===== config.mk =====
export PLATFORM = sky130hd
export DESIGN_NAME = mmlg_lane
export DESIGN_NICKNAME = d
export VERILOG_FILES = /design/src/mmlg_pkg.sv /design/src/mmlg_lane.sv
export SDC_FILE = /design/constraint.sdc
export NUM_CORES = 2
export LEC_CHECK = 0
export ABC_AREA = 1
export BUFFER_PORTS_ARGS = -buffer_cell sky130_fd_sc_hd__buf_2
export CORE_UTILIZATION = 30
export DETAILED_ROUTE_END_ITERATION = 10
export PLACE_DENSITY_LB_ADDON = 0.25
export SYNTH_ARGS = -nofsm -noshare
export SYNTH_HDL_FRONTEND = slang
export SYNTH_SLANG_ARGS = --single-unit

===== constraint.sdc =====
create_clock -name clk -period 14.1 [get_ports clk]
set_input_delay 1.41 -clock clk [delete_from_list [all_inputs] [get_ports clk]]
set_output_delay 1.41 -clock clk [all_outputs]
set_load 0.01 [all_outputs]

===== src/mmlg_pkg.sv =====
`default_nettype none
package mmlg_pkg;

  localparam int NUM_CATEGORIES = 4;
  localparam int NUM_OUTCOMES   = 4;
  localparam int LANES          = 4;

  localparam int PT_W    = 16;
  localparam int LP_W    = 17;
  localparam int EXP_W   = 56;
  localparam int DEN_W   = 59;
  localparam int SHARE_W = 21;
  localparam int LN_W    = 26;
  localparam int CFG_W   = 64;
  localparam int CIDX_W  = 3;
  localparam int LOG_W   = 32;
  localparam int SLOPE_W = 24;

  // configuration register indexes
  localparam logic [CIDX_W-1:0] CFG_ETA_A  = 3'd0;
  localparam logic [CIDX_W-1:0] CFG_ETA_B  = 3'd1;
  localparam logic [CIDX_W-1:0] CFG_ETA_C  = 3'd2;
  localparam logic [CIDX_W-1:0] CFG_ETA_D  = 3'd3;
  localparam logic [CIDX_W-1:0] CFG_OBS    = 3'd4;
  localparam logic [CIDX_W-1:0] CFG_ACTIVE = 3'd5;

  localparam logic [34:0] LN2_Q30      = 35'd744261118;
  localparam logic [34:0] HALF_LN2_Q30 = 35'd372130559;
  localparam logic [31:0] ONE_Q30      = 32'h4000_0000;
  localparam logic [31:0] LN2_Q32      = 32'd2977044472;
  localparam logic [EXP_W-1:0] EXP_CAP = {EXP_W{1'b1}};

  typedef struct packed {
    logic signed [PT_W-1:0] point_e0;
    logic signed [PT_W-1:0] point_e1;
    logic signed [PT_W-1:0] point_e2;
    logic signed [PT_W-1:0] point_e3;
  } point_t;

  typedef struct packed {
    logic signed [LOG_W-1:0]   log_value;
    logic signed [SLOPE_W-1:0] slope_e0;
    logic signed [SLOPE_W-1:0] slope_e1;
    logic signed [SLOPE_W-1:0] slope_e2;
    logic signed [SLOPE_W-1:0] slope_e3;
    logic                      bad_category;
  } result_t;

  typedef struct packed {
    logic exp_go;
    logic div_go;
  } lane_ctl_t;

  typedef struct packed {
    logic exp_done;
    logic div_done;
  } lane_sts_t;

  // eight quotient bits of a division by a small divisor, remainder carried
  function automatic logic [12:0] div8_step(input logic [4:0] rem_in,
                                            input logic [7:0] din,
                                            input logic [4:0] dvs);
    logic [5:0] r;
    logic [7:0] qo;
    r  = {1'b0, rem_in};
    qo = '0;
    for (int b = 7; b >= 0; b--) begin
      r = {r[4:0], din[b]};
      if (r >= {1'b0, dvs}) begin
        r     = r - {1'b0, dvs};
        qo[b] = 1'b1;
      end
    end
    return {r[4:0], qo};
  endfunction

endpackage
`default_nettype wire


===== src/mmlg_lane.sv =====
`default_nettype none
module mmlg_lane (
  input  logic                              clk,
  input  logic                              rst,
  input  mmlg_pkg::lane_ctl_t               ctl,
  input  logic signed [mmlg_pkg::LP_W-1:0]  x,
  input  logic [mmlg_pkg::DEN_W-1:0]        den,
  output mmlg_pkg::lane_sts_t               sts,
  output logic [mmlg_pkg::EXP_W-1:0]        e,
  output logic [mmlg_pkg::SHARE_W-1:0]      share
);
  import mmlg_pkg::*;

  localparam logic [2:0] L_IDLE  = 3'd0;
  localparam logic [2:0] L_RED   = 3'd1;
  localparam logic [2:0] L_FIX   = 3'd2;
  localparam logic [2:0] L_MUL   = 3'd3;
  localparam logic [2:0] L_DIV   = 3'd4;
  localparam logic [2:0] L_SHIFT = 3'd5;
  localparam logic [2:0] L_SDIV  = 3'd6;

  logic [2:0]        state;
  logic              t_neg;
  logic [34:0]       tmag;
  logic [4:0]        q;
  logic [4:0]        cnt;
  logic [31:0]       p;
  logic signed [30:0] r;
  logic signed [6:0] sh;
  logic [3:0]        kd;
  logic              m_neg;
  logic [31:0]       mag;
  logic [4:0]        drem;
  logic [31:0]       quot;
  logic [59:0]       rr;
  logic [20:0]       dq;

  logic signed [35:0] t_full;
  logic [35:0]        t_abs;
  logic [34:0]        red_dvs;
  logic               red_ge;
  logic               frac_nz;
  logic [6:0]         n_mag;
  logic [6:0]         n_val;
  logic [29:0]        fm;
  logic signed [30:0] r_next;
  logic signed [63:0] prod;
  logic [63:0]        prod_abs;
  logic [12:0]        dstep;
  logic [31:0]        quot_n;
  logic [31:0]        p_upd;
  logic [63:0]        sh_wide;
  logic [6:0]         neg_sh;
  logic [EXP_W-1:0]   e_next;
  logic [59:0]        rr2;
  logic               sge;
  logic [59:0]        rr_n;
  logic [20:0]        dq_n;

  always_comb begin
    t_full  = (36'(x) <<< 18) + 36'(HALF_LN2_Q30);
    t_abs   = t_full[35] ? (36'd0 - t_full) : t_full;
    red_dvs = LN2_Q30 << cnt;
    red_ge  = (tmag >= red_dvs);

    // floor division: a negative value with a remainder rounds one further down
    frac_nz = t_neg && (tmag != 35'd0);
    n_mag   = 7'(q) + 7'(frac_nz);
    n_val   = t_neg ? (7'd0 - n_mag) : n_mag;
    fm      = frac_nz ? (LN2_Q30[29:0] - tmag[29:0]) : tmag[29:0];
    r_next  = 31'({1'b0, fm}) - 31'(HALF_LN2_Q30);

    prod     = $signed({1'b0, p}) * r;
    prod_abs = prod[63] ? (64'd0 - prod) : prod;

    dstep  = div8_step(drem, mag[8*cnt[1:0] +: 8], {1'b0, kd});
    quot_n = {quot[23:0], dstep[7:0]};
    p_upd  = m_neg ? (ONE_Q30 - quot_n) : (ONE_Q30 + quot_n);

    sh_wide = '0;
    neg_sh  = 7'd0 - sh;
    if (!sh[6]) begin
      if (sh > 7'sd30) begin
        e_next = EXP_CAP;
      end else begin
        sh_wide = {32'd0, p} << sh[4:0];
        e_next  = (sh_wide > 64'(EXP_CAP)) ? EXP_CAP : sh_wide[EXP_W-1:0];
      end
    end else begin
      if (neg_sh > 7'd62) begin
        e_next = '0;
      end else begin
        sh_wide = ({32'd0, p} + (64'd1 << (neg_sh[5:0] - 6'd1))) >> neg_sh[5:0];
        e_next  = sh_wide[EXP_W-1:0];
      end
    end

    rr2  = {rr[58:0], 1'b0};
    sge  = (rr2 >= {1'b0, den});
    rr_n = sge ? (rr2 - {1'b0, den}) : rr2;
    dq_n = {dq[19:0], sge};
  end

  always_ff @(posedge clk) begin
    if (rst) begin
      state <= L_IDLE;
      sts   <= '0;
    end else begin
      sts <= '0;
      case (state)
        L_IDLE: begin
          if (ctl.exp_go) begin
            t_neg <= t_full[35];
            tmag  <= t_abs[34:0];
            q     <= '0;
            cnt   <= 5'd4;
            state <= L_RED;
          end else if (ctl.div_go) begin
            rr    <= 60'(e);
            dq    <= '0;
            cnt   <= 5'd20;
            state <= L_SDIV;
          end
        end
        L_RED: begin
          if (red_ge) tmag <= tmag - red_dvs;
          q <= {q[3:0], red_ge};
          if (cnt == 5'd0) state <= L_FIX;
          else cnt <= cnt - 5'd1;
        end
        L_FIX: begin
          r     <= r_next;
          sh    <= n_val + 7'd2;
          p     <= ONE_Q30;
          kd    <= 4'd10;
          state <= L_MUL;
        end
        L_MUL: begin
          mag   <= prod_abs[61:30];
          m_neg <= prod[63];
          drem  <= '0;
          quot  <= '0;
          cnt   <= 5'd3;
          state <= L_DIV;
        end
        L_DIV: begin
          drem <= dstep[12:8];
          quot <= quot_n;
          if (cnt == 5'd0) begin
            p  <= p_upd;
            kd <= kd - 4'd1;
            state <= (kd == 4'd1) ? L_SHIFT : L_MUL;
          end else begin
            cnt <= cnt - 5'd1;
          end
        end
        L_SHIFT: begin
          e            <= e_next;
          sts.exp_done <= 1'b1;
          state        <= L_IDLE;
        end
        L_SDIV: begin
          rr <= rr_n;
          dq <= dq_n;
          if (cnt == 5'd0) begin
            share        <= 21'((22'(dq_n) + 22'd1) >> 1);
            sts.div_done <= 1'b1;
            state        <= L_IDLE;
          end else begin
            cnt <= cnt - 5'd1;
          end
        end
        default: state <= L_IDLE;
      endcase
    end
  end

endmodule
`default_nettype wire


## Word-level counts from Yosys, hierarchy flattened

Index checks and enable logic that the tools add are counted.

- Bits in registers: 343
- Input bits: 80
- Output and inout bits: 79
- Logic and storage cells: 161

- Add/subtract/negate cells: 26
- Multiply operators: 1
- $lt $le $gt $ge: 13
- Equal/unequal tests: 16
- Shift-type cells: 5
- Mux-type cells: 56
- Bitwise logic cells: 2
- Reduce and logical (&&, ||, !) cells: 23

Operators by type and width:

| operator | count |
|---|---|
| $mux 56 | 4 |
| $mux 59 | 3 |
| $pmux 59 s2 | 1 |
| $mux 35 | 3 |
| $pmux 35 s2 | 1 |
| $add 32x64->64 | 1 |
| $gt 64x56->1 const B | 1 |
| $mul 33x31->64 | 1 |
| $mux 32 | 2 |
| $pmux 32 s2 | 1 |
| $shl 1x6->64 const A | 1 |
| $shl 32x5->64 | 1 |
| $shr 64x6->56 | 1 |
| $mux 62 | 1 |
| $sub 1x62->62 const A | 1 |
| $ge 60x59->1 | 1 |
| $mux 5 | 12 |
| $sub 59x59->59 | 1 |
| $ge 6x4->1 | 8 |
| $pmux 24 s2 | 1 |
| $mux 20 | 2 |
| $pmux 20 s2 | 1 |
| $sub 5x4->5 | 8 |
| $add 35x30->36 const B | 1 |
| 45 further kinds | 84 |

## Logic depth before layout (Yosys ltp)

- Depth after elaboration: 21
- Mapped depth: 92

## Worst setup path after synthesis

Ideal clock, no wire load.

- Path type: flip-flop to flip-flop
- Start point: register cnt[0]
- End point: register p[20], data pin
- Library setup time: 0.262 ns
- Arrival time: 12.239 ns
- Path slack: 1.599 ns
- Stages on the path, launching flop included: 85
- Path buffers: 1
- Path through: edfxtp_1 > inv_2 > nor2_1 > a22oi_1 > nand2_1 > inv_1 > ha_1 > inv_1 > fa_1 > nand2_1 > nand2_1 > nand2_2 > nand2_2 > nor2_2 > nand2_1 > o21ai_1 > inv_1 > fa_1 > [49 not listed] > fa_1 > nand3_1 > nand2_1 > a41oi_1 > nand2_1 > inv_1 > nand2_1 > nor2_8 > ha_1 > inv_1 > nor2_4 > nand3_2 > nor2_4 > nand2_1 > o21ai_2 > nand2_2 > o21ai_0 > a21oi_1

- Word-level cells in the longest chain between the ends: 21
- Elaborated cells between the ends (all ways): 36
- Classes of those cells: add/sub: 9; order compare: 8; shift: 1; mux: 18

RTL lines:

| what | line | text |
|---|---|---|
| start: declaration | mmlg_lane.sv:26 | `logic [4:0] cnt;` |
| start signal: assignment | mmlg_lane.sv:129 | `else cnt <= cnt - 5'd1;` |
| start signal: assignment | mmlg_lane.sv:154 | `cnt <= cnt - 5'd1;` |
| start signal: assignment | mmlg_lane.sv:170 | `cnt <= cnt - 5'd1;` |
| $shiftx 32x6->8 (*) | mmlg_lane.sv:76 | `dstep = div8_step(drem, mag[8*cnt[1:0] +: 8], {1'b0, kd});` |
| $sub 5x4->5 or $ge 6x4->1 (tied branches) | mmlg_pkg.sv:70, mmlg_pkg.sv:69 |  |
| $mux 5 | mmlg_pkg.sv:69 | `if (r >= {1'b0, dvs}) begin` |
| $sub 5x4->5 or $ge 6x4->1 (tied branches) | mmlg_pkg.sv:70, mmlg_pkg.sv:69 |  |
| $mux 5 | mmlg_pkg.sv:69 |  |
| $sub 5x4->5 or $ge 6x4->1 (tied branches) | mmlg_pkg.sv:70, mmlg_pkg.sv:69 |  |
| $mux 5 | mmlg_pkg.sv:69 |  |
| $sub 5x4->5 or $ge 6x4->1 (tied branches) | mmlg_pkg.sv:70, mmlg_pkg.sv:69 |  |
| [5 not listed] | n/a |  |
| $sub 5x4->5 or $ge 6x4->1 (tied branches) | mmlg_pkg.sv:70, mmlg_pkg.sv:69 |  |
| $mux 5 | mmlg_pkg.sv:69 |  |
| $ge 6x4->1 | mmlg_pkg.sv:69 |  |
| $mux 1 | mmlg_pkg.sv:69 |  |
| $add 31x32->32 or $sub 31x32->32 (tied branches) | mmlg_lane.sv:78 | `p_upd = m_neg ? (ONE_Q30 - quot_n) : (ONE_Q30 + quot_n);` |
| $mux 32 (*) | mmlg_lane.sv:78 |  |
| $mux 32 (*) | mmlg_lane.sv:149 | `if (cnt == 5'd0) begin` |
| $pmux 32 s2 (*) | mmlg_lane.sv:110 | `case (state)` |
| end signal: assignment | mmlg_lane.sv:150 | `p <= p_upd;` |
| end: declaration | mmlg_lane.sv:27 | `logic [31:0] p;` |

Mark *: on every way between the ends. The rest lies on a longest branch, timed or not. The select of a mux whose other input is x is not followed.
A chain may end at the register's enable or synchronous reset.

## Worst setup path after layout

- Start point: register cnt[0]
- End point: register p[24], data pin

Same word-level chain as after synthesis.

==> metrics.md <==
| Metric | Value |
|---|---|
| Outcome | `complete, no violations` |
| Largest net degree at the start of global routing | `97` |
| TritonCTS sink count | `341` |
| Mapped Cells | `8499` |
| Row count | `168` |
| Synth Area per Inst | `7.514 µm²` |
| Syn Nets | `9923` |
| Total grt overflow | `0` |
| Final hold vios | `0` |
| Crit-path max cell delay | `0.46 ns` |
| WP data required | `14.47 ns` |
| Primary FF master, synth | `edfxtp_1` |
| Most common cell in the netlist | `nand2_1` |
| Synthesized area | `63860 µm²` |
| Yosys reg bits | `341` |
| Most used cell, CP | `inv_1` |
| Vias in the first global route | `56100` |
| Via Count | `55320` |
| Synth cell count leaders | `2272 x nand2_1, 1665 x inv_1, 848 x fa_1, 516 x nor2_1, 496 x ha_1` |
| # IOs | `159` |
| Area growth syn-to-layout | `8.825%` |
| H-tree levels | `2` |
| Worst-path clk slew | `0.06 ns` |
| Setup Skew | `0.03994 ns` |
| Filler cells | `22670` |
| Ratio of cells with drive above 1 in the final layout | `5.791%` |
| Root Buffer | `clkbuf_16` |
| Tot GR Track Use | `19.88%` |
| Sequential share of the synthesized area | `15.96%` |
| Number of hold buffers added after CTS | `0` |
| Highest attainable clock frequency | `76.77 MHz` |
| Post-route ant nets | `0` |
| Crit share post-route | `92.38%` |
| Max clock buf depth | `3` |
| CP max FO | `9` |
| CP Launch Type | `flip-flop` |
| Initial core utilization | `30.32%` |
| Sum Neg Setup Slack | `0 ns` |
| Antenna violations before repair | `2` |
| CP endpoint kind | `flip-flop` |
| Fin crit period | `13.03 ns` |
| Synth area leader | `fa_1` |
| Final-stage net count | `9903` |
| Die height | `463.4 µm` |
| CTS tree | `yes` |
| Post-detail-place hpwl | `167.1 mm` |
| Setup Viol. Count Final | `0` |
| HP Class | `flip-flop to flip-flop` |
| WL/cell | `18.98 µm` |
| Worst-skew pair later-pin latency | `0.62 ns` |
| CP max stage cell | `fa_1` |
| DRT Pass-1 Iters | `8` |
| Critical path class | `flip-flop to flip-flop` |
| Die area | `214700 µm²` |
| Post-synth EDFFs | `336` |
| Synth top area cells | `fa_1 27%, edfxtp_1 16%, nand2_1 13%, inv_1 9.8%, ha_1 9.7%` |
| Arrival @ worst endpoint | `13.40 ns` |
| Least-Margin Pin Slew | `1.136 ns` |
| Initial DRC count | `3874` |
| Vias per std cell | `4.887` |
| Num CTS Buffers | `45` |
| Die width | `463.4 µm` |
| Async SR Flop Fraction | `0%` |
| Yosys top cell area share | `26.58%` |
| Yosys cell types | `61` |
| Final WL | `214.8 mm` |
| DRC viols | `0` |
| Final Max Tran Viols | `0` |
| Core area | `210600 µm²` |
| GP Congestion | `0.9178` |
| Yosys warning total | `0` |
| Port Buffers | `158` |
| First-pass GRT wire length | `334.1 mm` |
| Final core occ | `33.00%` |
| Slew margin rel. | `24.30%` |
| MaxCap Viol Count | `0` |
## what timing repair did
action	4_1_cts	5_1_grt
gates resized for setup	0	19
endpoints found under the setup margin	0	36
setup buffers	0	5
## area by class of cell
class                           count  area (µm²)  share of cell area (%)
Tap cell                         2805        3510                   5.050
Clock inverter                     31       336.6                  0.4843
Timing Repair Buffer              304        1887                   2.715
Sequential cell                   341       10190                   14.66
Multi-Input combinational cell   6106       46090                   66.32
Clock buffer                       50        1166                   1.678
Inverter                         1681        6317                   9.090
Antenna cell                        1       2.502                0.003601
## cells by family (layout without fill, tap and decap cells)
family / after synthesis / after routing / synth area share [%]
AND/OR/NAND/NOR: 3278 / 3278 / 20.82
buffers and inverters: 2052 / 2066 / 12.11
adder cells (fa/ha/maj): 1344 / 1344 / 36.30
AO/OA/AOI/OAI: 1138 / 1138 / 9.953
flip-flops: 341 / 341 / 15.96
XOR/XNOR: 286 / 286 / 3.922
multiplexers: 60 / 60 / 0.9405
other: 0 / 1 / 0
## worst paths after layout
kind,from,endpoint,slack (ns),cells past startpoint
max reg2reg,cnt[0],p[24],1.07,84
max,cnt[0],p[24],1.07,84
min reg2reg,dq[5],share[5],0.58,2
min,dq[5],share[5],0.58,2
## layer usage
layer	vias up	wire length [µm]	track usage, %	part of all wire (%)
met4	0	4733	3.828	2.2
met3	240	11940	2.449	5.6
met2	1625	99700	33.09	46
met5	-	0	0	0
li1	26370	-	-	-
met1	27090	98460	27.62	46
## worst max-delay path, delay by kind of cell, from the launching register on
kind	cells	cell delay [ns]
compound gates	18	2.95
fa+ha+maj	10	3.57
buf+inv	15	1.30
flops	1	0.38
simple gates	41	4.57
## metrics by stage
| stage | hold WS [ns] | worst slack (ns) | std cells | area (µm²) |
|---|---|---|---|---|
| 2_1_floorplan | 0.4909 | 1.599 | 8499 | 63860 |
| 3_3_place_gp | 0.5771 | 0.1574 | 11230 | 67900 |
| 3_5_place_dp | 0.5647 | 0.1552 | 11230 | 67900 |
| 4_1_cts | 0.5815 | 0.1280 | 11310 | 69400 |
| 5_1_grt | 0.6203 | -0.007659 | 11320 | 69490 |
| 6_report | 0.5824 | 1.074 | 11320 | 69500 |
## registers in the layout (all words and copies together), names as in the netlist
| register | flops |
|---|---|
| sh | 7 |
| mag | 32 |
| e | 56 |
| r | 30 |
| m_neg | 1 |
| p | 32 |
| dq | 20 |
| share | 21 |
| sts | 2 |
| t_neg | 1 |
| q | 5 |
| quot | 24 |
| rr | 59 |
| kd | 4 |
| tmag | 34 |
| state | 3 |
| drem | 5 |
| cnt | 5 |
## cell usage in the layout, fill, tap and decap left out, drive strengths merged, types with 13 or more instances in the layout
| cell type | Yosys | routed |
|---|---|---|
| o21a | 24 | 24 |
| or2 | 32 | 32 |
| mux2i | 60 | 60 |
| o31ai | 13 | 13 |
| edfxtp | 336 | 336 |
| clkinv | 7 | 25 |
| o221ai | 28 | 28 |
| nand2 | 2290 | 2290 |
| nand3 | 277 | 277 |
| a21oi | 378 | 378 |
| nor3 | 70 | 70 |
| nor2 | 534 | 534 |
| inv | 1674 | 1677 |
| a31oi | 62 | 62 |
| buf | 70 | 304 |
| o211ai | 49 | 49 |
| ha | 496 | 496 |
| o22ai | 13 | 13 |
| o21ai | 495 | 495 |
| fa | 848 | 848 |
| a21boi | 18 | 18 |
| xnor2 | 106 | 106 |
| nor4 | 21 | 21 |
| nand4 | 44 | 44 |
| xor2 | 180 | 180 |
| clkbuf | 301 | 50 |
Power is left out: the tool's default activity adds up to more than one toggle a clock period on the data nets, which glitch-free logic cannot reach.
